==> src/rtl/core/gng_pkg.sv <==
package gng_pkg;

    localparam int SEED_W     = 20;
    localparam int SIGMA_W    = 24;
    localparam int MEAN_W     = 32;
    localparam int SUM_W      = 24;
    localparam int X_W        = 24;
    localparam int PROD_W     = X_W + SIGMA_W + 1;
    localparam int FRAC_SHIFT = 20;
    localparam int Y_W        = MEAN_W + 2;
    localparam int TERM_W     = PROD_W - FRAC_SHIFT;
    localparam int CFG_IDX_W  = 2;
    localparam int CFG_DATA_W = 24;

    localparam int SUM_TERMS  = 12;
    localparam int CNT_W      = 4;

    localparam logic [CNT_W-1:0]      LAST_TERM   = CNT_W'(SUM_TERMS - 1);
    localparam logic [X_W:0]          LCG_MULT    = (X_W + 1)'(2045);
    localparam logic [SUM_W-1:0]      X_OFFSET    = SUM_W'(SUM_TERMS * (1 << (SEED_W - 1)));
    localparam logic [SIGMA_W-1:0]    SIGMA_RESET = SIGMA_W'(6554);
    localparam logic [SEED_W-1:0]     SEED_RESET  = SEED_W'(1);

    localparam logic [CFG_IDX_W-1:0]  REG_SIGMA      = CFG_IDX_W'(0);
    localparam logic [CFG_IDX_W-1:0]  REG_SEED_START = CFG_IDX_W'(1);

    typedef enum logic [4:0] {
        S_IDLE = 5'b00001,
        S_STEP = 5'b00010,
        S_FIN  = 5'b00100,
        S_MUL  = 5'b01000,
        S_RND  = 5'b10000
    } t_state;

    typedef struct packed {
        logic load;
        logic step;
        logic first;
        logic finish;
        logic mul;
        logic rnd;
    } t_dp_cmd;

    typedef struct packed {
        logic out_free;
    } t_dp_sts;

endpackage

==> src/rtl/core/gng_ctrl.sv <==
module gng_ctrl (
    input  logic             i_clk,
    input  logic             i_rst_n,
    input  logic             i_in_valid,
    output logic             o_in_stall,
    input  gng_pkg::t_dp_sts i_sts,
    output gng_pkg::t_dp_cmd o_cmd
);

    gng_pkg::t_state                r_state, n_state;
    logic [gng_pkg::CNT_W-1:0]      r_cnt, n_cnt;

    always_comb begin
        n_state = r_state;
        n_cnt   = r_cnt;
        o_cmd   = '0;
        unique case (r_state)
            gng_pkg::S_IDLE: begin
                if (i_in_valid) begin
                    o_cmd.load = 1'b1;
                    n_cnt      = '0;
                    n_state    = gng_pkg::S_STEP;
                end
            end
            gng_pkg::S_STEP: begin
                o_cmd.step  = 1'b1;
                o_cmd.first = (r_cnt == '0);
                n_cnt       = r_cnt + 1'b1;
                if (r_cnt == gng_pkg::LAST_TERM) begin
                    n_state = gng_pkg::S_FIN;
                end
            end
            gng_pkg::S_FIN: begin
                o_cmd.finish = 1'b1;
                n_state      = gng_pkg::S_MUL;
            end
            gng_pkg::S_MUL: begin
                o_cmd.mul = 1'b1;
                n_state   = gng_pkg::S_RND;
            end
            gng_pkg::S_RND: begin
                if (i_sts.out_free) begin
                    o_cmd.rnd = 1'b1;
                    n_state   = gng_pkg::S_IDLE;
                end
            end
            default: begin
                n_state = gng_pkg::S_IDLE;
            end
        endcase
    end

    assign o_in_stall = (r_state != gng_pkg::S_IDLE);

    always_ff @(posedge i_clk) begin
        if (!i_rst_n) begin
            r_state <= gng_pkg::S_IDLE;
            r_cnt   <= '0;
        end else begin
            r_state <= n_state;
            r_cnt   <= n_cnt;
        end
    end

endmodule

==> config.mk <==
export PLATFORM = sky130hd
export DESIGN_NAME = gng_ctrl
export DESIGN_NICKNAME = d
export VERILOG_FILES = /design/src/rtl/core/gng_pkg.sv /design/src/rtl/core/gng_ctrl.sv
export SDC_FILE = /design/constraint.sdc
export NUM_CORES = 1
export LEC_CHECK = 0
export BUFFER_PORTS_ARGS = -buffer_cell sky130_fd_sc_hd__buf_2
export CORE_MARGIN = 8
export CORE_UTILIZATION = 40
export CTS_BUF_LIST = sky130_fd_sc_hd__clkbuf_4 sky130_fd_sc_hd__clkbuf_8
export CTS_CLUSTER_DIAMETER = 80
export CTS_CLUSTER_SIZE = 10
export DETAILED_ROUTE_END_ITERATION = 10
export GPL_ROUTABILITY_DRIVEN = 0
export PLACE_DENSITY = 0.7
export SKIP_LAST_GASP = 1
export SYNTH_ARGS = -nofsm -noshare
export SYNTH_HDL_FRONTEND = slang
export SYNTH_SLANG_ARGS = --single-unit
==> constraint.sdc <==
create_clock -name i_clk -period 1.6 [get_ports i_clk]
set_clock_uncertainty 0.1 [all_clocks]
set_input_delay 0.24 -clock i_clk [delete_from_list [all_inputs] [get_ports i_clk]]
set_output_delay 0.24 -clock i_clk [all_outputs]
set_load 0.03 [all_outputs]
==> results.txt, run 1 <==
----------------------------------------------------
[Outcome]
  Outcome ... complete, but fails checks
  Failing checks ... negative setup slack

[Power]
  Leak Pwr ... 0.3259 nW
  Part of the power in combinational logic ... 0.189
  Net Switching ... 0.0001357 W
  P per Cell Area ... 683.5 nW/µm²
  Portion of total power attributed to sequential cells ... 0.448
  Cell internal power dissipation ... a little under 0.0004 W
  Total power ... between 0.0005 and 0.0006 W
  Sw Share ... 0.2579
  Worst vdd rail ir drop ... around 420 µV
  Portion of total power attributed to the clock network ... 0.363

[Global routing]
  Maximum number of pins on one net before global-route repair ... 13
  Global-route wire length before repair ... between 1500 and 2000 µm
  Via count of the first global-routing pass ... between 400 and 500
  Antenna violations before repair ... 0
  Leftover overflow at the end of global routing ... 0
  Aggregate global-route resource usage ... 0.09513

[Detailed routing]
  Length of the first detailed-routing pass in iterations ... 6
  Number of nets still failing antenna checks after routing ... 0
  Remaining routing DRC violations ... 0
  Total wirelength of the detailed-routed design ... approximately 1300 µm
  Via density per instance ... between 5 and 6
  Post-detailed-route wirelength per cell ... 13.44 µm
  Number of DRC markers in iteration 0 ... 4
  Via count ... slightly below 500

[Floorplan]
  Die extent in y ... ~52 µm
  Core Area ... 1269 µm²
  Die area ... 2730 µm²
  Number of placed I/O pins ... 11
  Effective utilization at floorplan ... 0.4142
  Core Rows ... 13
  DIE WIDTH ... between 50 and 60 µm

[Finish]
  Net total in the final layout ... between 80 and 90
  Antenna cell count ... 0
  Fraction of final layout cells with drive strength greater than 1 ... 0.4390
  Growth of design area from synthesis to finish ... 46.43%
  Commonest cells after routing, fill and taps aside ... 9 x buf_6, 7 x buf_4, 7 x dfxtp_1
  Final core area utilization ... 0.6065
  Area occupied by multi-input gates ... roughly 360 µm²
  Fillers ... 107
  Most frequent standard cell in the layout excluding fill and tap cells ... buf_6
  Area used by sequential logic in the layout ... 182.7 µm²

[Timing]
  Setup WS post-layout ... -0.2332 ns
  Achievable Freq ... between 0.5 and 0.6 GHz
  Minimum period implied by the final worst setup slack ... approximately 1.8 ns
  Hold Fails Final Rpt ... 0
  Sum of negative setup slack ... -0.9123 ns
  Final count of pins violating max slew ... 0
  Number of endpoints failing setup at the final stage ... 6
  Worst Tran Pin Value ... between 0.3 and 0.4 ns
  Headroom to the max-slew limit ... 0.7639
  Final Cycle Share ... 1.146
  RSZ-0062 raised after global routing ... yes

[Job]
  Total of max-cap violations ... 0

[Logic synthesis]
  Post-synth top area cell ... dfxtp_1
  Avg Synthesized Cell Area ... ~8.6 µm²
  Proportion of netlist area held by the largest area contributor ... 0.3429
  Synth warnings ... 0
  Synthesized instance count ... approximately 60
  Synth Register Bits ... 9
  Top area cells in the synthesized netlist ... dfxtp_1 34%, ha_1 4.8%, nand2_1 3.6%
  Cell area after synthesis ... between 500 and 600 µm²
  Register area share after synthesis ... 0.3429
  Post-synth cell types ... 30
  Syn Nets ... 67

[Clock tree]
  Clock Root Buffer ... clkbuf_4
  Number of clock sinks seen by CTS ... 9
  Number of buffers on the longest clock path ... 2
  TritonCTS clock tree ... done
  CTS Buf Count ... 3
  Clock insertion delay at the later pin of the skew report ... 0.25 ns
  Clock-pin slew on the worst setup and hold paths ... about 0.06 ns
  Depth of the CTS H-tree ... 1

[Critical path]
  Slack of the worst reg-to-reg path ... about 0.14 ns
  Worst r2r path cells ... 6
  Arrival @ worst endpoint ... about 1.5 ns
  Biggest fanout along the worst timing path ... 3
  Critical path capture point type ... output pin
  Capturing point of the worst reg2reg path ... r_state[0]
  Critical Path RT ... around 1.3 ns
  Launch instance of the worst register-to-register path ... r_state[2]
  Critical setup path kind ... reg2out
  Startpoint types ... register

[Place]
  Detailed-placement wirelength estimate ... between 800 and 900 µm
  Number of input and output port buffers inserted ... 10

[Hold path]
  Start point of the worst hold path ... i_rst_n
  End of the worst hold path ... r_state[0]
  Worst Hold Class ... in2reg
  Hold path cells ... 2

----------------------------------------------------
-- synthesized netlist by cell type, drive strengths merged --
| library cell | n |
|---|---|
| dfxtp | 9 |
| nor2 | 6 |
| nand2 | 5 |
| o21ai | 4 |
| and2 | 3 |
| inv | 3 |
| nor2b | 3 |
| a21oi | 2 |
| and3 | 2 |
| ha | 2 |
| nand2b | 2 |
| nand3 | 2 |
| nand3b | 2 |
| o211ai | 2 |
| or2 | 2 |
| a22oi | 1 |
| and3b | 1 |
| buf | 1 |
| clkbuf | 1 |
| mux2i | 1 |
| nor3 | 1 |
| nor3b | 1 |
| nor4b | 1 |
| o22a | 1 |
| o31ai | 1 |
| or3 | 1 |
| xnor2 | 1 |
-- cell type report --
class	count	share of cell area
well taps	15	0.02439
clock buffers	4	0.03902
inverters	3	0.01463
flip-flops and latches	9	0.2374
repair buffers	19	0.2195
multi-input cells	47	0.4650
-- power groups by stage --
stage / Clock (W) / Sequential, W / Combinational (W)
finish: 0.000191 / 0.000236 / 0.0000995
global route: 0.000220 / 0.000236 / 0.000105
CTS: 0.000200 / 0.000234 / 0.0000953
detailed placement: 0 / 0.000239 / 0.0000806
global placement: 0 / 0.000239 / 0.0000797
floorplan: 0 / 0.000240 / 0.0000530
-- registers in the layout, indices dropped and copies added (netlist names) --
signal,flops
r_cnt,4
r_state,5
-- through the flow --
stage	area (µm²)	setup WS (ns)	std cells	hold slack, ns
after floorplan	540.5	0.02547	61	0.2875
after global placement	643.1	0.02319	90	0.3873
after detailed placement	643.1	-0.02079	90	0.3948
after CTS	732.0	-0.2638	95	0.1615
after global routing	769.5	-0.2973	97	0.1684
final	769.5	-0.2332	97	0.1851
-- worst max-delay path: stages (launching register included) --
cell,delay (ns)
dfxtp_1,0.31
or3_4,0.42
nor3b_4,0.20
and2_4,0.18
buf_6,0.12
-- logic make-up after synthesis --
logic type / after synthesis / share of synthesized area
simple gates: 32 / 0.4000
compound gates: 11 / 0.1310
flops: 9 / 0.3429
buf+inv: 5 / 0.04285
fa+ha+maj: 2 / 0.04761
xor+xnor: 1 / 0.01667
mux: 1 / 0.01905
-- worst max path at each step --
stage | startpoint | endpoint | cells past startpoint
finish | r_state[2] | o_cmd[5] | 4
global route | r_state[2] | o_in_stall | 5
CTS | r_state[2] | o_in_stall | 5
detailed placement | r_state[3] | o_cmd[5] | 4
global placement | r_state[3] | o_cmd[5] | 4
floorplan | r_state[4] | o_cmd[3] | 3
-- repair_timing --
action	4_1_cts	5_1_grt
hold buffers	0	0
pin swaps	8	3
endpoints found under the setup margin	7	7
setup buffers	1	2
gates cloned	0	0
gates resized for setup	17	7
-- per-layer routing --
metal | wire length, µm | GRT usage
met2 | 665 | 0.1600
met1 | 592 | 0.1044
met3 | 46 | 0.03693
met5 | 0 | 0
met4 | 0 | 0.03879
(Power assumes the default switching activity.)
==> run 2: changes to the inputs <==
--- a/config.mk
+++ b/config.mk
@@ -5,6 +5,7 @@
 export SDC_FILE = /design/constraint.sdc
 export NUM_CORES = 1
 export LEC_CHECK = 0
+export ABC_AREA = 1
 export BUFFER_PORTS_ARGS = -buffer_cell sky130_fd_sc_hd__buf_2
 export CORE_MARGIN = 8
 export CORE_UTILIZATION = 40
==> results.txt, run 2 <==
----------------------------------------------------
[Timing]
  RSZ-0062 raised after global routing ... yes
  Worst Tran Pin Value ... slightly below 0.2 ns
  Achievable Freq ... 0.6411 GHz
  Headroom to the max-slew limit ... 0.8713
  Minimum period implied by the final worst setup slack ... around 1.6 ns
  Number of endpoints failing setup at the final stage ... 0
  Final count of pins violating max slew ... 0
  Final Cycle Share ... 0.9749
  Hold Fails Final Rpt ... 0

[Place]
  Number of input and output port buffers inserted ... 10
  Detailed-placement wirelength estimate ... 842.5 µm
  Post-place instance area ... slightly below 600 µm²

[Logic synthesis]
  Avg Synthesized Cell Area ... approximately 7 µm²
  Synthesized instance count ... 75
  Proportion of netlist area held by the largest area contributor ... 0.3396
  Post-synth top area cell ... dfxtp_1
  Top_reg_cell synth ... dfxtp_1
  Cell area after synthesis ... around 530 µm²
  Syn Nets ... 81
  EDFF count, synth ... 0
  Register area share after synthesis ... 0.3396
  Top area cells in the synthesized netlist ... dfxtp_1 34%, inv_1 9.9%, nand3_1 8.5%
  Post-synth cell types ... 18
  Proportion of register bits with asynchronous set or reset after synthesis ... 0
  Synth warnings ... 0
  Cell with the most instances after synthesis ... inv_1
  Top cells by instance count after synthesis ... 14 x inv_1, 12 x nor2_1, 9 x dfxtp_1, 9 x nand3_1, 6 x a21oi_1
  Synth Register Bits ... 9

[Global routing]
  Maximum number of pins on one net before global-route repair ... 10
  Leftover overflow at the end of global routing ... 0
  Aggregate global-route resource usage ... 0.09302
  Via count of the first global-routing pass ... around 460
  Antenna violations before repair ... 0
  Global-route wire length before repair ... 1932 µm

[Finish]
  Commonest cells after routing, fill and taps aside ... 14 x inv_1, 12 x buf_4, 9 x nand3_1, 9 x nor2_1
  Flip-flop count of the largest register after layout ... 5
  Growth of design area from synthesis to finish ... 37.26%
  Largest registers ranked by flip-flop count ... r_state x5, r_cnt x4
  Antenna cell count ... 0
  Layout Cell Area excl Fill ... 728.2 µm²
  Most frequent standard cell in the layout excluding fill and tap cells ... inv_1
  Net total in the final layout ... 104
  Fraction of final layout cells with drive strength greater than 1 ... 0.3814
  Largest reg by FF count ... r_state

[Detailed routing]
  Number of DRC markers in iteration 0 ... 24
  Length of the first detailed-routing pass in iterations ... 6
  Post-detailed-route wirelength per cell ... ~11 µm
  Via count ... ~540
  Total wirelength of the detailed-routed design ... approximately 1200 µm
  Number of nets still failing antenna checks after routing ... 0
  Via density per instance ... just under 5
  Remaining routing DRC violations ... 0

[Critical path]
  Critical setup path kind ... reg2out
  Critical Path RT ... 1.26 ns
  Biggest fanout along the worst timing path ... 7
  Critical path capture point type ... output pin
  Slowest cell on crit path ... dfxtp_2
  Buf/Inv on CP ... 1
  CP peak stage delay ... about 0.34 ns
  Crit path cell chain ... nor2_4, nand3_4, nor2_2, buf_4
  Startpoint types ... register
  Cell class contributing the biggest share of worst-path delay ... simple AND/OR/NAND/NOR gates
  Arrival @ worst endpoint ... between 1 and 1.5 ns

[Job]
  Total of max-cap violations ... 0

[Clock tree]
  Clock Root Buffer ... clkbuf_4
  Number of clock sinks seen by CTS ... 9
  TritonCTS clock tree ... done
  Number of buffers on the longest clock path ... 2
  Clock-pin slew on the worst setup and hold paths ... around 0.070 ns
  CTS Buf Count ... 3
  Quantity of hold-fixing buffers added after cts ... 0
  Depth of the CTS H-tree ... 1
  Clock insertion delay at the later pin of the skew report ... ~0.26 ns

[Floorplan]
  Effective utilization at floorplan ... 0.4181
  Number of placed I/O pins ... 11
  Die area ... 2748 µm²
  Die extent in y ... roughly 52 µm
  Core Area ... 1269 µm²
  DIE WIDTH ... approximately 52 µm
  Core Rows ... 13

[Power]
  Leak Pwr ... approximately 0.37 nW
  P per Cell Area ... 766.9 nW/µm²
  Total power ... roughly 0.00056 W
  Worst vdd rail ir drop ... ~500 µV

[Outcome]
  Outcome ... completed

[Hold path]
  Worst Hold Class ... in2reg

----------------------------------------------------
run 2: cell count changes after synthesis, sizes merged, moves of 2 or more:
cell	previous run	this run
inv	3	16
nor2	6	15
nand3	2	10
nand4	0	5
a21oi	2	6
and2	3	0
nor2b	3	0
and3	2	0
nand2b	2	0
o211ai	2	0
or2	2	0
run 2: area by class of cell:
cell class,instances,area [µm²]
fillers,118,540.5
multi-input cells,48,299.0
flip-flops and latches,9,186.4
well taps,15,18.77
repair buffers,19,127.6
inverters,17,66.31
clock buffers,4,30.03
run 2: metrics by stage:
| step | utilization | hold WS, ns | instances | TNS, ns | worst slack, ns |
|---|---|---|---|---|---|
| 6_report | 0.5740 | 0.1288 | 112 | 0 | 0.04009 |
| 5_1_grt | 0.5740 | 0.1200 | 112 | -0.1221 | -0.04402 |
| 4_1_cts | 0.5079 | 0.1236 | 103 | -0.02288 | -0.02288 |
| 3_5_place_dp | 0.4665 | 0.4066 | 99 | 0 | 0.2268 |
| 3_3_place_gp | 0.4665 | 0.4044 | 99 | 0 | 0.2241 |
| 2_1_floorplan | - | 0.2605 | 75 | 0 | 0.2207 |
run 2: cells by family after synthesis:
group,after synthesis,synth area share
buf+inv,18,0.1368
flops,9,0.3396
fa+ha+maj,2,0.04716
compound gates,10,0.09906
simple gates,36,0.3774
run 2: tightest hold or removal path: stages:
cell and delay (ns):
buf_2 0.12, nand2_1 0.06, nor2_1 0.03
run 2: what timing repair did:
item	CTS	global route
setup endpoints to repair	5	7
buffers inserted	0	9
endpoints found under the hold margin	0	0
pin swaps	1	4
resized for setup	6	9
run 2: per-layer routing:
layer,track usage,vias up,share of wire
met2,0.1403,12,0.47
met1,0.1024,237,0.43
met3,0.03125,5,0.068
met5,0,-,0
met4,0.07759,0,0.027
li1,-,287,-
run 2: power by group:
group,internal (W),switching [W],leakage [nW]
registers,0.000232,0.00000916,0.0739
clock network,0.000113,0.0000855,0.0184
logic,0.0000506,0.0000681,0.274
total,0.000396,0.000163,0.367
run 2: path summary, 6_finish.rpt:
check	to	slack, ns	depth (start not counted)	from
worst max-delay path	o_cmd[3]	0.04	4	r_state[3]
worst max register to register	r_cnt[3]	0.34	6	r_state[3]
worst min register to register	r_cnt[1]	0.42	2	r_cnt[1]
worst min-delay path	r_cnt[3]	0.13	3	i_rst_n
